$ cat config.mk
export PLATFORM = sky130hd
export DESIGN_NAME = threshold_pulse_width_meter
export DESIGN_NICKNAME = d
export VERILOG_FILES = /design/src/design/tpwm_pkg.sv /design/src/design/tpwm_front.sv /design/src/design/tpwm_hist.sv /design/src/design/threshold_pulse_width_meter.sv
export SDC_FILE = /design/constraint.sdc
export NUM_CORES = 1
export LEC_CHECK = 0
export ABC_AREA = 1
export BUFFER_PORTS_ARGS = -buffer_cell sky130_fd_sc_hd__buf_2
export CORE_UTILIZATION = 52
export CTS_BUF_LIST = sky130_fd_sc_hd__clkbuf_16
export CTS_CLUSTER_SIZE = 10
export DETAILED_ROUTE_END_ITERATION = 10
export PLACE_DENSITY_LB_ADDON = 0.12
export SYNTH_ARGS = -nofsm -noshare
export SYNTH_HDL_FRONTEND = slang
export SYNTH_HIERARCHICAL = 1
export SYNTH_SLANG_ARGS = --single-unit
export TNS_END_PERCENT = 5
$ cat constraint.sdc
create_clock -name clk -period 9.12 [get_ports clk]
set_input_delay 1.824 -clock clk [delete_from_list [all_inputs] [get_ports clk]]
set_output_delay 1.824 -clock clk [all_outputs]
set_load 0.02 [all_outputs]
$ cat src/design/tpwm_pkg.sv
// shared types and constants of the threshold pulse width meter
// no dependencies
package tpwm_pkg;

  localparam int unsigned HISTORY_DEPTH_DEF = 8;

  localparam logic [11:0] LEVEL_MAX     = 12'd4095;
  localparam logic [11:0] THRESHOLD_RST = 12'd3200;
  localparam logic [11:0] FLOOR_RST     = 12'd500;

  // function codes of an input transaction
  localparam logic [1:0] FN_SAMPLE = 2'd0;
  localparam logic [1:0] FN_CLEAR  = 2'd1;
  localparam logic [1:0] FN_READ   = 2'd2;

  // result kinds
  localparam logic KIND_COMMIT = 1'b0;
  localparam logic KIND_READ   = 1'b1;

  // configuration register indexes
  localparam logic CFG_THRESHOLD = 1'b0;
  localparam logic CFG_FLOOR     = 1'b1;

  // committed duration from the pulse tracker
  typedef struct packed {
    logic        req;
    logic [31:0] len;
  } tpwm_commit_t;

  // control of the history store
  typedef struct packed {
    logic        clr;
    logic        wr;
    logic [31:0] wr_data;
    logic        rd;
    logic [2:0]  rd_slot;
  } tpwm_hist_ctrl_t;

endpackage

$ cat src/design/tpwm_front.sv
// level conditioning and pulse phase tracker of the threshold pulse width meter
// depends on tpwm_pkg
module tpwm_front (
  input  logic                  clk,
  input  logic                  rst_n,
  input  logic                  acc,
  input  logic [1:0]            func,
  input  logic [11:0]           adc_code,
  input  logic [31:0]           time_us,
  input  logic [11:0]           thr,
  input  logic [11:0]           dark_floor,
  output tpwm_pkg::tpwm_commit_t commit_o
);

  typedef enum logic [2:0] {
    PH_WAIT = 3'b001,
    PH_OPEN = 3'b010,
    PH_DONE = 3'b100
  } tpwm_phase_t;

  tpwm_phase_t phase_r, phase_nxt;
  logic [31:0] stamp_r, stamp_nxt;
  logic [31:0] len_r, len_nxt;
  logic [11:0] raw_lvl, lvl;
  logic        above;

  // inverted code, forced to zero below the dark floor
  assign raw_lvl = tpwm_pkg::LEVEL_MAX - adc_code;
  assign lvl     = (raw_lvl >= dark_floor) ? raw_lvl : 12'd0;
  assign above   = (lvl >= thr);

  assign commit_o.req = acc && (func == tpwm_pkg::FN_SAMPLE) && (phase_r == PH_DONE);
  assign commit_o.len = len_r;

  always_comb begin
    phase_nxt = phase_r;
    stamp_nxt = stamp_r;
    len_nxt   = len_r;
    if (acc) begin
      unique case (func)
        tpwm_pkg::FN_CLEAR: begin
          phase_nxt = PH_WAIT;
          stamp_nxt = 32'd0;
          len_nxt   = 32'd0;
        end
        tpwm_pkg::FN_SAMPLE: begin
          unique case (phase_r)
            PH_DONE: begin
              phase_nxt = PH_WAIT;
              stamp_nxt = 32'd0;
              len_nxt   = 32'd0;
            end
            PH_OPEN: begin
              if (!above) begin
                len_nxt   = time_us - stamp_r;
                phase_nxt = PH_DONE;
              end
            end
            default: begin
              if (above) begin
                stamp_nxt = time_us;
                phase_nxt = PH_OPEN;
              end
            end
          endcase
        end
        default: begin
        end
      endcase
    end
  end

  always_ff @(posedge clk) begin
    if (!rst_n) begin
      phase_r <= PH_WAIT;
      stamp_r <= 32'd0;
      len_r   <= 32'd0;
    end else begin
      phase_r <= phase_nxt;
      stamp_r <= stamp_nxt;
      len_r   <= len_nxt;
    end
  end

endmodule

$ cat src/design/tpwm_hist.sv
// ring of recent durations with registered read-back
// depends on tpwm_pkg
module tpwm_hist #(
  parameter int unsigned HISTORY_DEPTH = tpwm_pkg::HISTORY_DEPTH_DEF
) (
  input  logic                      clk,
  input  logic                      rst_n,
  input  tpwm_pkg::tpwm_hist_ctrl_t ctrl,
  output logic [31:0]               rd_data_r,
  output logic                      rd_hit_r,
  output logic [2:0]                wr_slot
);

  localparam int unsigned IDX_W = (HISTORY_DEPTH > 1) ? $clog2(HISTORY_DEPTH) : 1;
  localparam logic [IDX_W-1:0] LAST_IDX = IDX_W'(HISTORY_DEPTH - 1);

  logic [31:0]              mem [HISTORY_DEPTH];
  logic [HISTORY_DEPTH-1:0] vld_r, vld_nxt;
  logic [IDX_W-1:0]         ws_r, ws_nxt;
  logic [IDX_W-1:0]         rd_idx;
  logic                     rd_in_range;

  assign rd_idx      = IDX_W'(ctrl.rd_slot);
  assign rd_in_range = (7'(ctrl.rd_slot) < 7'(HISTORY_DEPTH));
  assign wr_slot     = 3'(ws_r);

  always_comb begin
    vld_nxt = vld_r;
    ws_nxt  = ws_r;
    if (ctrl.clr) begin
      vld_nxt = '0;
      ws_nxt  = '0;
    end else if (ctrl.wr) begin
      vld_nxt[ws_r] = 1'b1;
      ws_nxt        = (ws_r == LAST_IDX) ? '0 : ws_r + 1'b1;
    end
  end

  always_ff @(posedge clk) begin
    if (!rst_n) begin
      vld_r    <= '0;
      ws_r     <= '0;
      rd_hit_r <= 1'b0;
    end else begin
      vld_r <= vld_nxt;
      ws_r  <= ws_nxt;
      if (ctrl.rd) begin
        rd_hit_r <= rd_in_range && vld_r[rd_idx];
      end
    end
  end

  // write and registered read of the store
  always_ff @(posedge clk) begin
    if (ctrl.wr) begin
      mem[ws_r] <= ctrl.wr_data;
    end
    if (ctrl.rd) begin
      rd_data_r <= mem[rd_idx];
    end
  end

endmodule

$ cat src/design/threshold_pulse_width_meter.sv
// threshold pulse width meter, top level; depends on tpwm_pkg, tpwm_front, tpwm_hist
// a result passes the middle stage and then the output register before it appears on out_valid
// throughput: one input transaction per cycle while the result side takes its results
// clear transactions and plain samples update state at acceptance and produce no result
// reset (rst_n low, synchronous): registers to defaults, history emptied, pipeline empty
// history is emptied by per-slot valid bits, so no clearing pass follows reset
module threshold_pulse_width_meter #(
  parameter int unsigned HISTORY_DEPTH = tpwm_pkg::HISTORY_DEPTH_DEF
) (
  input  logic        clk,
  input  logic        rst_n,
  // configuration write port
  input  logic        cfg_we,
  input  logic        cfg_index,
  input  logic [11:0] cfg_wdata,
  // input channel
  input  logic        in_valid,
  output logic        in_stall,
  input  logic [1:0]  in_func,
  input  logic [11:0] in_adc_code,
  input  logic [31:0] in_time_us,
  input  logic [2:0]  in_read_slot,
  // result channel
  output logic        out_valid,
  input  logic        out_stall,
  output logic        out_kind,
  output logic [31:0] out_duration_us,
  output logic [2:0]  out_slot
);

  // configuration registers
  logic [11:0] thr_r;
  logic [11:0] floor_r;

  // transaction accepted on the input side
  logic in_acc;

  tpwm_pkg::tpwm_commit_t    commit;
  tpwm_pkg::tpwm_hist_ctrl_t hctrl;
  logic [31:0]               rd_data;
  logic                      rd_hit;
  logic [2:0]                wr_slot;

  // middle stage: one result in flight, read data lands next to it
  logic        a_valid_r, a_valid_nxt;
  logic        a_kind_r;
  logic [2:0]  a_slot_r;
  logic [31:0] a_len_r;
  logic        a_adv;
  logic        a_load;
  logic        is_read;

  // output register
  logic        o_valid_r, o_valid_nxt;
  logic        o_kind_r;
  logic [2:0]  o_slot_r;
  logic [31:0] o_dur_r;
  logic [31:0] a_dur;

  always_ff @(posedge clk) begin
    if (!rst_n) begin
      thr_r   <= tpwm_pkg::THRESHOLD_RST;
      floor_r <= tpwm_pkg::FLOOR_RST;
    end else if (cfg_we) begin
      unique case (cfg_index)
        tpwm_pkg::CFG_THRESHOLD: thr_r   <= cfg_wdata;
        tpwm_pkg::CFG_FLOOR:     floor_r <= cfg_wdata;
        default: begin
        end
      endcase
    end
  end

  // the middle stage moves on when the output register is empty or being drained
  assign a_adv    = a_valid_r && (!o_valid_r || !out_stall);
  // hold the input only while a result sits in the middle stage with nowhere to go
  assign in_stall = a_valid_r && !a_adv;
  assign in_acc   = in_valid && !in_stall;

  tpwm_front u_front (
    .clk        (clk),
    .rst_n      (rst_n),
    .acc        (in_acc),
    .func       (in_func),
    .adc_code   (in_adc_code),
    .time_us    (in_time_us),
    .thr        (thr_r),
    .dark_floor (floor_r),
    .commit_o   (commit)
  );

  assign is_read = in_acc && (in_func == tpwm_pkg::FN_READ);

  always_comb begin
    hctrl.clr     = in_acc && (in_func == tpwm_pkg::FN_CLEAR);
    hctrl.wr      = commit.req;
    hctrl.wr_data = commit.len;
    hctrl.rd      = is_read;
    hctrl.rd_slot = in_read_slot;
  end

  tpwm_hist #(
    .HISTORY_DEPTH (HISTORY_DEPTH)
  ) u_hist (
    .clk       (clk),
    .rst_n     (rst_n),
    .ctrl      (hctrl),
    .rd_data_r (rd_data),
    .rd_hit_r  (rd_hit),
    .wr_slot   (wr_slot)
  );

  // only commits and reads enter the middle stage
  assign a_load = commit.req || is_read;

  always_comb begin
    a_valid_nxt = a_valid_r;
    if (a_load) begin
      a_valid_nxt = 1'b1;
    end else if (a_adv) begin
      a_valid_nxt = 1'b0;
    end
  end

  always_ff @(posedge clk) begin
    if (!rst_n) begin
      a_valid_r <= 1'b0;
    end else begin
      a_valid_r <= a_valid_nxt;
    end
  end

  always_ff @(posedge clk) begin
    if (a_load) begin
      a_kind_r <= is_read ? tpwm_pkg::KIND_READ : tpwm_pkg::KIND_COMMIT;
      a_slot_r <= is_read ? in_read_slot : wr_slot;
      a_len_r  <= commit.len;
    end
  end

  // an empty or out-of-range slot reads as zero
  assign a_dur = (a_kind_r == tpwm_pkg::KIND_READ) ? (rd_hit ? rd_data : 32'd0) : a_len_r;

  always_comb begin
    o_valid_nxt = o_valid_r;
    if (a_adv) begin
      o_valid_nxt = 1'b1;
    end else if (!out_stall) begin
      o_valid_nxt = 1'b0;
    end
  end

  always_ff @(posedge clk) begin
    if (!rst_n) begin
      o_valid_r <= 1'b0;
    end else begin
      o_valid_r <= o_valid_nxt;
    end
  end

  always_ff @(posedge clk) begin
    if (a_adv) begin
      o_kind_r <= a_kind_r;
      o_slot_r <= a_slot_r;
      o_dur_r  <= a_dur;
    end
  end

  assign out_valid       = o_valid_r;
  assign out_kind        = o_kind_r;
  assign out_slot        = o_slot_r;
  assign out_duration_us = o_dur_r;

endmodule

# [Word-level counts from Yosys, hierarchy flattened]
# Memory sizes are Yosys's and may differ from the RTL's. A register that Yosys moved wholly into a read port is not among the register bits.
# Cells that the tools add are included.
[word_totals] output_inout_bits=38 mem_count=1 rom_bits=0 latchBits=0 register_bits=177 word_cells=88 ramBits=256 input_bits=67
[classes] reduce_logical=23 n_shift=0 n_eq_ne=11 order_cmp=5 multipliers=0 bitwise_logic=3 n_addsub=3 muxes=26 div_mod_pow=0
[memory_table] name="u_hist.mem" words=8 word_bits=32 read_ports=1 rd_clocked_by_memory_dff=1 write_ports=1 line="tpwm_hist.sv:17" source="logic [31:0] mem [HISTORY_DEPTH];"
[ops] operator="32-bit case mux with 2 select lines" count=4
[ops] operator="32-bit 2-to-1 mux" count=4
[ops] operator="32-bit subtractor" count=1
[ops] operator="12-bit >= comparator" count=2
[ops] operator="12-bit 2-to-1 mux" count=1
[ops] operator="3-bit 2-to-1 mux" count=4
[ops] operator="3-bit case mux with 2 select lines" count=2
[ops] operator="4-bit AND reduction" count=3
[ops] operator="12-bit subtractor (first input constant)" count=1
[ops] operator="1-bit 2-to-1 mux" count=9
[ops] operator="1-bit logical AND" count=8
[ops] operator="3-bit by 4-bit less-than comparator with 1-bit output (second input constant)" count=2
[ops] operator="8-bit bitwise OR" count=1
[ops] operator="3-bit equality test (second input constant)" count=2
[ops] operator="3-bit != test (second input constant)" count=2
[ops] operator="1-bit zero test" count=4
[ops] operator="4-bit by 3-bit != test with 1-bit output (second input constant)" count=1
[ops] operator="2-bit AND reduction" count=2
[ops] operator="2-bit nonzero test" count=2
[ops] operator="3-bit by 1-bit adder with 3-bit output (second input constant)" count=1
[ops] operator="1-bit binary-select mux with 3-bit select" count=1
[ops] operator="1-bit demux with 3-bit select" count=1
[ops] operator="3-bit by 2-bit equality test with 1-bit output (second input constant)" count=1
[ops] operator="3-bit by 1-bit >= comparator with 1-bit output (second input constant)" count=1
[ops] operator="other kinds (9)" count=11

# [Longest topological paths before layout]
[logic_depth] depth_word=11 depth_mapped=23 depth_no_buf=21

# [By module]
# The synthesis kept the hierarchy.
[by_module_without_submodules] module="tpwm_hist" n_inst=1 cells_per_inst=843 area_per_inst_um2=11466.0 seq_area_each_um2=8888.5
[by_module_without_submodules] module="tpwm_front" n_inst=1 cells_per_inst=956 area_per_inst_um2=5982.0 seq_area_each_um2=1341.3
[by_module_without_submodules] module="threshold_pulse_width_meter" n_inst=1 cells_per_inst=315 area_per_inst_um2=3701.0 seq_area_each_um2=2682.6

# [Worst setup path after synthesis]
# Ideal clock, no wire load.
[synth_path] kind="input-to-reg" start="in out_stall" end="mem u_hist.mem[0][0], enable pin" setup_ps=423 required_ps=8697 slack_ps=4786 path_stages=8 path_buffers=0 t_arrival_ps=3911 path_cell_list="nand3_1 > nand2_1 > inv_1 > and3_1 > inv_1 > nor2_1 > inv_1 > nor2_1"
[synth_lines] element="from (decl)" line="threshold_pulse_width_meter.sv:25" source="input logic out_stall,"
[synth_lines] element="to (decl)" line="tpwm_hist.sv:17"

# [Worst setup path in the final report]
[layout_path] start="in in_adc_code[9]" end="reg u_front.len_r[18]"
[layout_via] elab_chain_len=6
[layout_rtl] element="from (decl)" line="threshold_pulse_width_meter.sv:20" source="input logic [11:0] in_adc_code,"
[layout_rtl] element="12-bit subtractor *" line="tpwm_front.sv:28" source="assign raw_lvl = tpwm_pkg::LEVEL_MAX - adc_code;"
[layout_rtl] element="12-bit >= comparator" line="tpwm_front.sv:29" source="assign lvl = (raw_lvl >= dark_floor) ? raw_lvl : 12'd0;"
[layout_rtl] element="12-bit 2-to-1 mux *" line="tpwm_front.sv:29"
[layout_rtl] element="12-bit >= comparator *" line="tpwm_front.sv:30" source="assign above = (lvl >= thr);"
[layout_rtl] element="3-bit != test (no line) *"
[layout_rtl] element="4-bit AND reduction (no line) *"
[layout_rtl] element="to (signal assigned)" line="tpwm_front.sv:81" source="len_r <= len_nxt;"
[layout_rtl] element="to (decl)" line="tpwm_front.sv:23" source="logic [31:0] len_r, len_nxt;"
# Mark *: on every way between the ends. The rest lies on a longest branch, timed or not.
# A chain may end at the register's enable or synchronous reset.

==> metrics.txt <==
Skew-Pair Late Insertion Delay=~0.6 ns; Max-Cap Viols=0; Logic pwr share=between 7 and 8%; worst slew pin tran=approximately 1.1 ns; Overall Power=4.47 mW; Post-Route WL=approximately 48000 um; min-delay src=a_slot_r[2]; via count=14700; slew margin rel.=~26%; DR iter-0 viols=slightly below 900; outcome=finished, final reports clean; Syn Inst Count=2114; Pint=3.43 mW; Worst setup EP type=flop; IO Pins=about 110; top_reg_cell synth=edfxtp_1; grt total ovfl=0; post-synthesis register bit count=roughly 470; leading area contributor after synthesis=edfxtp_1; hold buffers post-CTS=0; R2R cell count=18; switching power=about 1.0 mW; Rows=73; critical path launch point type=primary input; DR vias/cell=approximately 5.3; Pre-antenna DRT Iters=5; most frequent cells in the layout=441 x nand2_1, 360 x edfxtp_1, 277 x inv_1; TritonCTS Sinks=approximately 470; pre-CTS setup slack=~4.2 ns; Sw Ratio=between 20% and 30%; DIE AREA=about 41000 um^2; half-perimeter wire length after detailed placement=a little under 30000 um; gp weighted congestion=0.861; post-route ant nets=0; RSZ-0062 raised after global routing=false; synth top area cells=edfxtp_1 51%, dfxtp_1 9.9%, nand2_1 7.8%; largest net degree at the start of global routing=~130; yosys warns=6; Distinct cells, synth=42; Die Height=about 200 um; clock buffer count from CTS=53; Mapped Area=~21000 um^2; IO Port Bufs=between 100 and 150; H-tree levels=2; CTS Root Cell=clkbuf_16; min-delay worst type=flop to flop; Cell Area, Placed=around 22000 um^2; NumNets Final=2324; Tot GR Track Use=around a quarter; Avg WL per Cell=approximately 18 um; Post-synth EDFFs=360; Layout Skew=~0.023 ns; CP required=slightly below 10 ns; RR Endpoint=u_front/len_r[18]; Max VDD drop=around 0.15 mV; first-pass GRT wire length=approximately 77000 um; CTS tree=done; antenna violations before repair=0; Worst Hold Path EP=out_slot[2]; Reg2Reg Setup Slack=between 5 and 6 ns; Diodes inserted=0; Worst Hold Depth=0; CP arrival=just under 5 ns; Post-Layout Inst Area=roughly 23000 um^2; Seq. cell area=12900 um^2; pwr/cell area=about 190 nW/um^2; area fraction of the dominant cell type after synthesis=51.1%; critical path class=primary input to flop; die width=between 200 and 250 um; maximum clock frequency=around 230 MHz; Final setup viols=0; period utilization=between 40 and 50%; post-CTS setup buffers=0; setup TNS=0 ns; utilization after layout=about 59%; Post-synth ARST share=0%; syn avg cell area=between 10 and 15 um^2; Pins Over Slew Limit=0; Starting Density=around 53%; most common cell after layout, fill and taps aside=nand2_1; clock slew seen by the registers of the worst setup and hold paths=~0.050 ns; vias in the first global route=about 14000; deepest clock path buffer count=3; Fillers=approximately 3500; critical path peak fanout=17; reg2reg start=floor_r[9]; clock power share=around 41%; Net Count, Synth=approximately 2200; sequential power share=between 50% and 60%; post-layout min period=~4.3 ns; P_leak=9.28 nW; Area Overhead vs Synth=10.7%; Core ar.=around 40000 um^2; multi-input logic area=6680 um^2; share of layout cells above drive strength 1=approximately an eighth; cts repair resizes=0; Fin. Hold Viols=0; Final WS setup=~4.8 ns; Post-route DRC=0; register area share after synthesis=61.1%
-- cells by family after synthesis --
logic type | share of synthesized area [%]
compound gates | 8.62
simple gates | 18.5
buf+inv | 7.70
flops | 61.1
fa+ha+maj | 3.47
xor+xnor | 0.621
-- flip-flops by register name, indices dropped and copies added, names as in the netlist --
signal and count:
a_kind_r 1, out_slot 3, a_valid_r 1, u_front/stamp_r 32, out_kind 1, u_hist/mem 256, thr_r 12, a_len_r 32
u_hist/rd_hit_r 1, out_duration_us 32, u_front/len_r 32, u_front/phase_r 3, u_hist/rd_data_r 32, out_valid 1, u_hist/wr_slot 3, u_hist/vld_r 8
a_slot_r 3, floor_r 12
-- area by class of cell --
class	instances	share of cell area [%]
Clock buffer	53	5.67
Clock inverter	34	0.807
Inverter	260	4.20
Multi-Input combinational cell	1297	28.5
Sequential cell	465	55.2
Tap cell	525	2.81
Timing Repair Buffer	122	2.81
-- synthesized netlist by cell type (2+ instances only) --
master    number
dfxtp_1      105
nor3_2         5
clkbuf_1      17
clkbuf_4       6
o21bai_1       4
a21oi_1       63
buf_4          9
and2_1         5
buf_2         26
nor2_1       223
nand4_1       40
ha_1          57
nand2_2        7
o22ai_1       64
edfxtp_1     360
nand3b_1       8
a211oi_1       3
nand2_1      441
a21oi_2        2
nand2_4        4
nor2_2        14
o21ai_0      142
nor3_1         5
o21ai_2       10
clkbuf_2       8
nor2_4         3
o21ai_1       43
inv_2          8
nand3_2       21
buf_6         23
nand3_1      111
xnor2_1       15
and3_1         3
inv_1        251
-- how the worst max path moves through the flow --
| stage | start | to | slack [ns] | cells past startpoint |
|---|---|---|---|---|
| CTS | in_adc_code[9] | u_front/len_r[18] | 4.80 | 17 |
| global placement | in_adc_code[9] | u_front/len_r[30] | 4.26 | 19 |
| global route | in_adc_code[9] | u_front/len_r[18] | 4.46 | 19 |
| floorplan | out_stall | u_hist/mem[0][0] | 4.79 | 8 |
| finish | in_adc_code[9] | u_front/len_r[18] | 4.79 | 19 |
| detailed placement | in_adc_code[9] | u_front/len_r[18] | 4.19 | 17 |
-- worst max-delay path, stage by stage --
cell,delay (ns)
buf_2,0.07
inv_1,0.04
ha_1,0.30
a21oi_1,0.15
nor2_1,0.05
a211oi_1,0.16
nand4_1,0.41
nand2_1,0.19
inv_1,0.06
ha_1,0.28
nand2_1,0.09
nor2_2,0.05
nand2_1,0.06
nand3_2,0.08
nor2_4,0.14
nand3_4,0.11
a21oi_4,0.53
nand3_1,0.16
nand2_1,0.09
-- per-layer routing --
layer / global-route usage [%] / wire length [um] / up-vias
met3: 3.16 / 2490 / 54
met4: 5.48 / 799 / 0
met2: 40.9 / 23600 / 345
li1: - / - / 7302
met1: 32.0 / 21400 / 7029
met5: 0 / 0 / -
-- power groups by stage --
stage	sequential, mW	combinational [mW]	clock (mW)
finish	2.29	0.328	1.85
global route	2.29	0.373	1.97
CTS	2.29	0.331	1.89
detailed placement	2.34	0.329	0
global placement	2.34	0.324	0
floorplan	2.33	0.248	0
-- through the flow --
step,instances,hold slack (ns)
3_3_place_gp,2669,0.406
4_1_cts,2756,0.415
6_report,2756,0.407
2_1_floorplan,2114,0.400
5_1_grt,2756,0.430
3_5_place_dp,2669,0.410
Power figures use the tool's default switching activity.
